## src/sv/julia_escape_time_defines.svh

```systemverilog
// Assertion macros for the Julia escape-time block.
// Included by julia_escape_time.sv; needs nothing else.
`ifndef JULIA_ESCAPE_TIME_DEFINES_SVH
`define JULIA_ESCAPE_TIME_DEFINES_SVH

// Same-cycle implication, disabled while reset is asserted.
`define JET_ASSERT_IMP(label, clk, rst_n, ante, cons) \
    label: assert property (@(posedge clk) disable iff (!rst_n) (ante) |-> (cons)) \
        else $error("julia_escape_time: same-cycle check failed");

// Next-cycle implication, disabled while reset is asserted.
`define JET_ASSERT_NEXT(label, clk, rst_n, ante, cons) \
    label: assert property (@(posedge clk) disable iff (!rst_n) (ante) |=> (cons)) \
        else $error("julia_escape_time: next-cycle check failed");

`endif

```

## src/sv/jet_pkg.sv

```systemverilog
// Shared types and constants for the Julia escape-time block.
// Used by jet_datapath.sv and julia_escape_time.sv; no dependencies.
package jet_pkg;

    localparam int COORD_W    = 32;
    localparam int C_W        = 31;
    localparam int CNT_W      = 16;
    localparam int CFG_IDX_W  = 2;
    localparam int CFG_DATA_W = 31;

    // Configuration register indexes
    localparam logic [CFG_IDX_W-1:0] CFG_C_REAL   = 2'd0;
    localparam logic [CFG_IDX_W-1:0] CFG_C_IMAG   = 2'd1;
    localparam logic [CFG_IDX_W-1:0] CFG_MAX_ITER = 2'd2;

    // Register values after reset: 0.2, 0.3 in Q3.28 and a limit of 1000
    localparam logic signed [C_W-1:0] RST_C_REAL   = 31'sd53687091;
    localparam logic signed [C_W-1:0] RST_C_IMAG   = 31'sd80530637;
    localparam logic [CNT_W-1:0]      RST_MAX_ITER = 16'd1000;

    // Operand choice for the shared multiplier
    typedef enum logic [1:0] {
        MUL_SQ_X  = 2'd0,
        MUL_SQ_Y  = 2'd1,
        MUL_CROSS = 2'd2
    } t_mul_sel;

    typedef struct packed {
        logic     load;
        logic     mul_en;
        t_mul_sel mul_sel;
        logic     step;
    } t_dp_ctrl;

    typedef struct packed {
        logic escape;
    } t_dp_stat;

endpackage

```

## src/sv/jet_datapath.sv

```systemverilog
// Iterate datapath: holds z, shares one 32x32 signed multiplier across
// the three products of an iteration and forms the next z. Uses jet_pkg.
module jet_datapath #(
    parameter int FRAC_BITS = 28
) (
    input  logic                                 i_clk,
    input  jet_pkg::t_dp_ctrl                    i_ctrl,
    input  logic signed [jet_pkg::COORD_W-1:0]   i_real_part,
    input  logic signed [jet_pkg::COORD_W-1:0]   i_imag_part,
    input  logic signed [jet_pkg::C_W-1:0]       i_c_real,
    input  logic signed [jet_pkg::C_W-1:0]       i_c_imag,
    output jet_pkg::t_dp_stat                    o_stat
);

    localparam int PW = 2 * jet_pkg::COORD_W;
    localparam int SW = PW + 2;
    localparam logic [PW:0] LIMIT = (PW + 1)'(4) << FRAC_BITS;

    logic signed [jet_pkg::COORD_W-1:0] r_x, r_y;
    logic signed [jet_pkg::COORD_W-1:0] n_x, n_y;
    logic [PW-1:0]                      r_x2, r_y2;
    logic signed [PW-1:0]               r_xy;

    logic signed [jet_pkg::COORD_W-1:0] mul_a, mul_b;
    logic signed [PW-1:0]               mul_p;
    logic signed [PW:0]                 xy2, xy_sh;
    logic signed [SW-1:0]               c_re_ext, c_im_ext, nx, ny;

    function automatic logic signed [jet_pkg::COORD_W-1:0] sat(input logic signed [SW-1:0] v);
        logic signed [SW-1:0] hi, lo;
        hi = SW'($signed({1'b0, {(jet_pkg::COORD_W-1){1'b1}}}));
        lo = -hi - SW'(1);
        if (v > hi) begin
            return hi[jet_pkg::COORD_W-1:0];
        end else if (v < lo) begin
            return lo[jet_pkg::COORD_W-1:0];
        end
        return v[jet_pkg::COORD_W-1:0];
    endfunction

    // Multiplier operands
    always_comb begin
        case (i_ctrl.mul_sel)
            jet_pkg::MUL_SQ_X: begin
                mul_a = r_x;
                mul_b = r_x;
            end
            jet_pkg::MUL_SQ_Y: begin
                mul_a = r_y;
                mul_b = r_y;
            end
            default: begin
                mul_a = r_x;
                mul_b = r_y;
            end
        endcase
    end

    assign mul_p = mul_a * mul_b;

    // Squares are never negative, so their sum is compared unsigned against 4.0
    assign o_stat.escape = ({1'b0, r_x2} + {1'b0, r_y2}) >= LIMIT;

    assign c_re_ext = {{(SW-jet_pkg::C_W){i_c_real[jet_pkg::C_W-1]}}, i_c_real};
    assign c_im_ext = {{(SW-jet_pkg::C_W){i_c_imag[jet_pkg::C_W-1]}}, i_c_imag};

    // Exact signed product doubled, then floored back to the fixed-point grid
    assign xy2   = {r_xy, 1'b0};
    assign xy_sh = xy2 >>> FRAC_BITS;

    assign nx = $signed({2'b00, r_x2}) - $signed({2'b00, r_y2}) + c_re_ext;
    assign ny = {xy_sh[PW], xy_sh} + c_im_ext;

    always_comb begin
        n_x = r_x;
        n_y = r_y;
        if (i_ctrl.load) begin
            n_x = i_real_part;
            n_y = i_imag_part;
        end else if (i_ctrl.step) begin
            n_x = sat(nx);
            n_y = sat(ny);
        end
    end

    always_ff @(posedge i_clk) begin
        r_x <= n_x;
        r_y <= n_y;
        if (i_ctrl.mul_en) begin
            case (i_ctrl.mul_sel)
                jet_pkg::MUL_SQ_X: r_x2 <= PW'(mul_p >>> FRAC_BITS);
                jet_pkg::MUL_SQ_Y: r_y2 <= PW'(mul_p >>> FRAC_BITS);
                default:           r_xy <= mul_p;
            endcase
        end
    end

endmodule

```

## src/sv/julia_escape_time.sv

```systemverilog
// Julia escape-time counter: top level with sequencer, configuration
// registers and result register. Uses jet_pkg, jet_datapath and the defines header.
//
//  channel   direction  handshake             payload
//  input     in         i_valid / o_ready     i_real_part, i_imag_part
//  result    out        o_valid / i_ready     o_iteration_count
//  config    in         i_cfg_we              i_cfg_index, i_cfg_data
//
// Each iteration runs ST_MUL_X (x*x), ST_MUL_Y (y*y), ST_MUL_XY (x*y)
// and ST_STEP (the update) on the one shared multiplier. A result is
// loaded in ST_FINISH, entered when the count reaches the limit or z escapes;
// o_ready is low while an item is iterated and rises with the result.
// A finished result waits in the output register; the sequencer holds only
// while it is full and unread. Reset restores c = 0.2 + 0.3i, limit 1000.
`include "julia_escape_time_defines.svh"

module julia_escape_time #(
    parameter int FRAC_BITS = 28
) (
    input  logic                                   i_clk,
    input  logic                                   i_rst_n,
    input  logic                                   i_valid,
    output logic                                   o_ready,
    input  logic signed [jet_pkg::COORD_W-1:0]     i_real_part,
    input  logic signed [jet_pkg::COORD_W-1:0]     i_imag_part,
    output logic                                   o_valid,
    input  logic                                   i_ready,
    output logic [jet_pkg::CNT_W-1:0]              o_iteration_count,
    input  logic                                   i_cfg_we,
    input  logic [jet_pkg::CFG_IDX_W-1:0]          i_cfg_index,
    input  logic [jet_pkg::CFG_DATA_W-1:0]         i_cfg_data
);

    typedef enum logic [5:0] {
        ST_IDLE   = 6'b000001,
        ST_MUL_X  = 6'b000010,
        ST_MUL_Y  = 6'b000100,
        ST_MUL_XY = 6'b001000,
        ST_STEP   = 6'b010000,
        ST_FINISH = 6'b100000
    } t_state;

    t_state r_state, n_state;

    logic signed [jet_pkg::C_W-1:0] r_c_real, r_c_imag;
    logic [jet_pkg::CNT_W-1:0]      r_max;
    logic [jet_pkg::CNT_W-1:0]      r_count, n_count;
    logic [jet_pkg::CNT_W-1:0]      r_out;
    logic                           r_out_valid;

    jet_pkg::t_dp_ctrl dp_ctrl;
    jet_pkg::t_dp_stat dp_stat;

    logic in_acc, out_acc, out_load;

    assign o_ready           = (r_state == ST_IDLE);
    assign in_acc            = i_valid && o_ready;
    assign out_acc           = r_out_valid && i_ready;
    assign out_load          = (r_state == ST_FINISH) && (!r_out_valid || i_ready);
    assign o_valid           = r_out_valid;
    assign o_iteration_count = r_out;

    // Sequencer
    always_comb begin
        n_state         = r_state;
        n_count         = r_count;
        dp_ctrl.load    = 1'b0;
        dp_ctrl.mul_en  = 1'b0;
        dp_ctrl.mul_sel = jet_pkg::MUL_SQ_X;
        dp_ctrl.step    = 1'b0;
        case (r_state)
            ST_IDLE: begin
                if (in_acc) begin
                    dp_ctrl.load = 1'b1;
                    n_count      = '0;
                    n_state      = ST_MUL_X;
                end
            end
            ST_MUL_X: begin
                if (r_count >= r_max) begin
                    n_state = ST_FINISH;
                end else begin
                    dp_ctrl.mul_en = 1'b1;
                    n_state        = ST_MUL_Y;
                end
            end
            ST_MUL_Y: begin
                dp_ctrl.mul_en  = 1'b1;
                dp_ctrl.mul_sel = jet_pkg::MUL_SQ_Y;
                n_state         = ST_MUL_XY;
            end
            ST_MUL_XY: begin
                dp_ctrl.mul_sel = jet_pkg::MUL_CROSS;
                if (dp_stat.escape) begin
                    n_state = ST_FINISH;
                end else begin
                    dp_ctrl.mul_en = 1'b1;
                    n_state        = ST_STEP;
                end
            end
            ST_STEP: begin
                dp_ctrl.step = 1'b1;
                n_count      = r_count + 1'b1;
                n_state      = ST_MUL_X;
            end
            ST_FINISH: begin
                if (out_load) begin
                    n_state = ST_IDLE;
                end
            end
            default: begin
                n_state = ST_IDLE;
            end
        endcase
    end

    always_ff @(posedge i_clk) begin
        if (!i_rst_n) begin
            r_state     <= ST_IDLE;
            r_count     <= '0;
            r_out_valid <= 1'b0;
            r_c_real    <= jet_pkg::RST_C_REAL;
            r_c_imag    <= jet_pkg::RST_C_IMAG;
            r_max       <= jet_pkg::RST_MAX_ITER;
        end else begin
            r_state <= n_state;
            r_count <= n_count;
            if (out_load) begin
                r_out_valid <= 1'b1;
            end else if (out_acc) begin
                r_out_valid <= 1'b0;
            end
            if (i_cfg_we) begin
                case (i_cfg_index)
                    jet_pkg::CFG_C_REAL:   r_c_real <= $signed(i_cfg_data);
                    jet_pkg::CFG_C_IMAG:   r_c_imag <= $signed(i_cfg_data);
                    jet_pkg::CFG_MAX_ITER: r_max    <= i_cfg_data[jet_pkg::CNT_W-1:0];
                    default: ;
                endcase
            end
        end
    end

    always_ff @(posedge i_clk) begin
        if (out_load) begin
            r_out <= r_count;
        end
    end

    jet_datapath #(
        .FRAC_BITS (FRAC_BITS)
    ) u_datapath (
        .i_clk       (i_clk),
        .i_ctrl      (dp_ctrl),
        .i_real_part (i_real_part),
        .i_imag_part (i_imag_part),
        .i_c_real    (r_c_real),
        .i_c_imag    (r_c_imag),
        .o_stat      (dp_stat)
    );

    `JET_ASSERT_IMP(a_count_bound, i_clk, i_rst_n, r_state != ST_IDLE, r_count <= r_max)
    `JET_ASSERT_NEXT(a_accept_starts, i_clk, i_rst_n, in_acc, r_state == ST_MUL_X && r_count == '0)
    `JET_ASSERT_IMP(a_result_source, i_clk, i_rst_n, $rose(o_valid), $past(r_state == ST_FINISH))

endmodule
```

## config.mk

```make
export PLATFORM = sky130hd
export DESIGN_NAME = julia_escape_time
export DESIGN_NICKNAME = d
export VERILOG_FILES = /design/src/sv/jet_pkg.sv /design/src/sv/jet_datapath.sv /design/src/sv/julia_escape_time.sv
export VERILOG_INCLUDE_DIRS = /design/src /design/src/sv
export SDC_FILE = /design/constraint.sdc
export NUM_CORES = 2
export LEC_CHECK = 0
export ABC_AREA = 1
export BUFFER_PORTS_ARGS = -buffer_cell sky130_fd_sc_hd__buf_2
export CAP_MARGIN = 5
export CORE_MARGIN = 4
export CORE_UTILIZATION = 45
export CTS_CLUSTER_SIZE = 40
export DETAILED_ROUTE_END_ITERATION = 10
export HOLD_SLACK_MARGIN = 0.02
export PLACE_DENSITY = 0.63
export REMOVE_ABC_BUFFERS = 1
export SLEW_MARGIN = 20
export SYNTH_ARGS = -nofsm -noshare
export SYNTH_HDL_FRONTEND = slang
export SYNTH_SLANG_ARGS = --single-unit
export TNS_END_PERCENT = 10
```

## constraint.sdc

```tcl
create_clock -name i_clk -period 13.45 [get_ports i_clk]
set_input_delay 1.345 -clock i_clk [delete_from_list [all_inputs] [get_ports i_clk]]
set_output_delay 1.345 -clock i_clk [all_outputs]
set_load 0.01 [all_outputs]
```

==> impl_metrics.py <==
metrics = {
    "finish": {
        "final_common_cell": "inv_1",
        "drive_gt1_share_pct": 5.30,
        "ff_latch_area_sq_um": 7700,
        "multi_input_area_sq_um": 44700,
        "syn_to_final_growth_pct": 6.29,
        "final_cell_mix": "inv_1 (1693), nand2_1 (1645), nor2_1 (1138), fa_1 (1085), ha_1 (371)",
        "finalNonFillerCells": 9586,
        "fillers": 13080,
        "nets": 9358,
    },
    "sta": {
        "rsz0062_at_grt": "false",
        "setup_viol": 0,
        "tns_ns": 0,
        "drv_slew": 0,
        "clock_skew_ns": 0.0221,
        "worstMarginPinSlew_ns": 1.17,
        "fmax_mhz": 91.0,
        "fin_crit_ns": 10.99,
        "finalHoldViolations": 0,
        "post-route-period-util_pct": 81.7,
        "max-slew-margin-rel_pct": 21.7,
    },
    "synthesis": {
        "synthArstFlopShare_pct": 0,
        "synthSimpleGateAreaFrac_pct": 21.0,
        "synth_top_family_by_area": "adder cells",
        "ys.flop_type": "edfxtp_1",
        "ys_types": 56,
        "synth_compound_area_share_pct": 7.34,
        "ys_ff_latch": 290,
        "synth_xor_area_share_pct": 2.17,
        "avgSynthCellArea_sq_um": 7.67,
        "synth_fa_ha_area_share_pct": 44.1,
        "synth_edf_count": 189,
        "synthCells": 7794,
        "ys_seq_area_share_pct": 12.9,
        "synth_area_sq_um": 59700,
        "synth_mux_area_share_pct": 0,
        "yosysWarningCount": 0,
    },
    "place": {
        "numPlacedInstances": 9522,
        "portBuffers": 119,
        "hpwlAfterDp_mm": 181,
        "place.gp.congestion": 0.995,
    },
    "setup_path": {
        "cp_max_fo": 52,
        "critPathLaunchType": "flip-flop",
        "cp_slowest_cell": "clkinv_1",
        "cp.arrival_ns": 11.33,
        "end_kind": "flip-flop",
        "crit_top_cell": "fa_1",
        "slowest_delay_ns": 0.85,
        "criticalPathCategory": "flip-flop to flip-flop",
        "required_ns": 13.79,
        "reg2reg_slack_ns": 2.46,
    },
    "floorplanning": {
        "dieHeight_um": 372,
        "fp.dieW_um": 372,
        "rows": 133,
        "ioPinCount": 120,
        "start_util_pct": 45.4,
        "core-area_sq_um": 132000,
        "die-area_sq_um": 139000,
    },
    "run": {
        "maxCapViolCount": 0,
    },
    "grt": {
        "grt_max_degree": 87,
        "antenna_found_initial": 2,
        "gr-total-overflow": 0,
        "grt_usage_pct": 31.0,
        "grt_pass1_vias": 52062,
        "grt_pass1_wl_mm": 322,
    },
    "clock_network": {
        "cts-hold-fix-buffers": 0,
        "tritoncts": "built",
        "cts_sinks": 290,
        "cts.path.max_buffers": 3,
        "post_cts_buffers": 0,
        "clk_pin_slew_ns": 0.06,
        "clk_latency_ns": 0.61,
        "post_cts_resized": 0,
        "cts_made_buffers": 31,
        "cts_max_level": 1,
        "cts_root_buf": "clkbuf_16",
    },
    "route": {
        "drt_first_iter_violations": 4672,
        "drt-wirelength-per-cell_um": 22.2,
        "drt_pre_antenna_iters": 6,
        "ant_nets": 0,
        "viasPerCell": 5.37,
        "routed-via-count": 51462,
        "drc_errors": 0,
        "wl_mm": 213,
    },
    "hold_path": {
        "worstHoldPathType": "flip-flop to flip-flop",
    },
    "outcome": {
        "status": "complete, no violations",
    },
}
cell families after synthesis:
group | Yosys count
adder cells (fa/ha/maj) | 1456
flip-flops | 290
XOR/XNOR | 148
AND/OR/NAND/NOR | 3155
buffers and inverters | 1971
AO/OA/AOI/OAI | 774
final timing paths:
check | start | to | cells after the start
setup / recovery | r_state[4] | u_datapath.r_y2[34] | 32
hold / removal | r_max[2] | r_max[2] | 2
setup reg to reg | r_state[4] | u_datapath.r_y2[34] | 32
hold reg to reg | r_max[2] | r_max[2] | 2
cell type report:
type,count,area share (%)
multi-input combinational,5533,70.5
sequential,290,12.1
inverter,1732,10.2
tap,1755,3.46
timing repair buffer,212,2.04
clock buffer,33,1.23
clock inverter,25,0.435
antenna,6,0.0236
worst max-delay path: cells and delay by family (launching register included):
| family | cells | cell delay (ns) |
|---|---|---|
| adder cells (fa/ha/maj) | 9 | 4.85 |
| AND/OR/NAND/NOR | 14 | 2.40 |
| flip-flops | 1 | 0.33 |
| buffers and inverters | 8 | 2.51 |
| AO/OA/AOI/OAI | 1 | 0.58 |
cell usage after synthesis (all sizes together), types with 2 or more instances:
library cell / count / area (sq um)
a221oi: 5 / 43.8
nand3b: 8 / 63.8
xnor2: 59 / 517
o21bai: 25 / 191
nor2: 1154 / 4370
xor2: 89 / 780
edfxtp: 189 / 5680
o221a: 2 / 22.5
nand3: 182 / 936
fa: 1085 / 21700
a31oi: 29 / 181
nand2: 1671 / 6340
ha: 371 / 4640
o21a: 16 / 120
a21o: 11 / 82.6
dfxtp: 101 / 2020
nor4: 18 / 119
o211ai: 14 / 105
nor3: 50 / 250
and3: 7 / 43.8
a21oi: 386 / 2100
a211oi: 7 / 52.6
or2: 12 / 75.1
o221ai: 3 / 26.3
clkbuf: 206 / 773
and2: 4 / 25.0
inv: 1706 / 6400
o21ai: 257 / 1310
a21boi: 3 / 22.5
nor3b: 3 / 22.5
buf: 33 / 195
clkinv: 26 / 97.6
o2111ai: 3 / 26.3
o31ai: 8 / 60.1
nand4: 46 / 288
through the flow:
| step | utilization [%] | setup slack (ns) | hold WS (ns) | instance area, sq um |
|---|---|---|---|---|
| 5_1_grt | 48.2 | 1.61 | 0.490 | 63500 |
| 2_1_floorplan | - | 3.44 | 0.435 | 58800 |
| 3_3_place_gp | 47.4 | 2.60 | 0.446 | 62400 |
| 4_1_cts | 48.2 | 2.36 | 0.471 | 63500 |
| 6_report | 48.2 | 2.46 | 0.463 | 63500 |
| 3_5_place_dp | 47.4 | 2.43 | 0.459 | 62400 |
state kept, by name, summed over array words and instances (netlist names):
signal / flops
u_datapath.r_xy: 37
u_datapath.r_x2: 36
u_datapath.r_y2: 36
u_datapath.r_x: 32
u_datapath.r_y: 32
r_c_imag: 31
r_c_real: 31
o_iteration_count: 16
r_count: 16
r_max: 16
r_state: 6
o_valid: 1
per-layer routing:
metal | routed length, um | global-route usage [%] | part of all wire, % | up-vias
li1 | - | - | - | 23378
met1 | 89500 | 42.9 | 42 | 25675
met2 | 98400 | 50.5 | 46 | 2052
met3 | 16300 | 4.26 | 7.7 | 355
met4 | 8730 | 9.83 | 4.1 | 2
met5 | 11 | 0 | 0.0052 | -
Power is left out: the tool's default activity adds up to more than one toggle a clock period on the data nets, which glitch-free logic cannot reach.
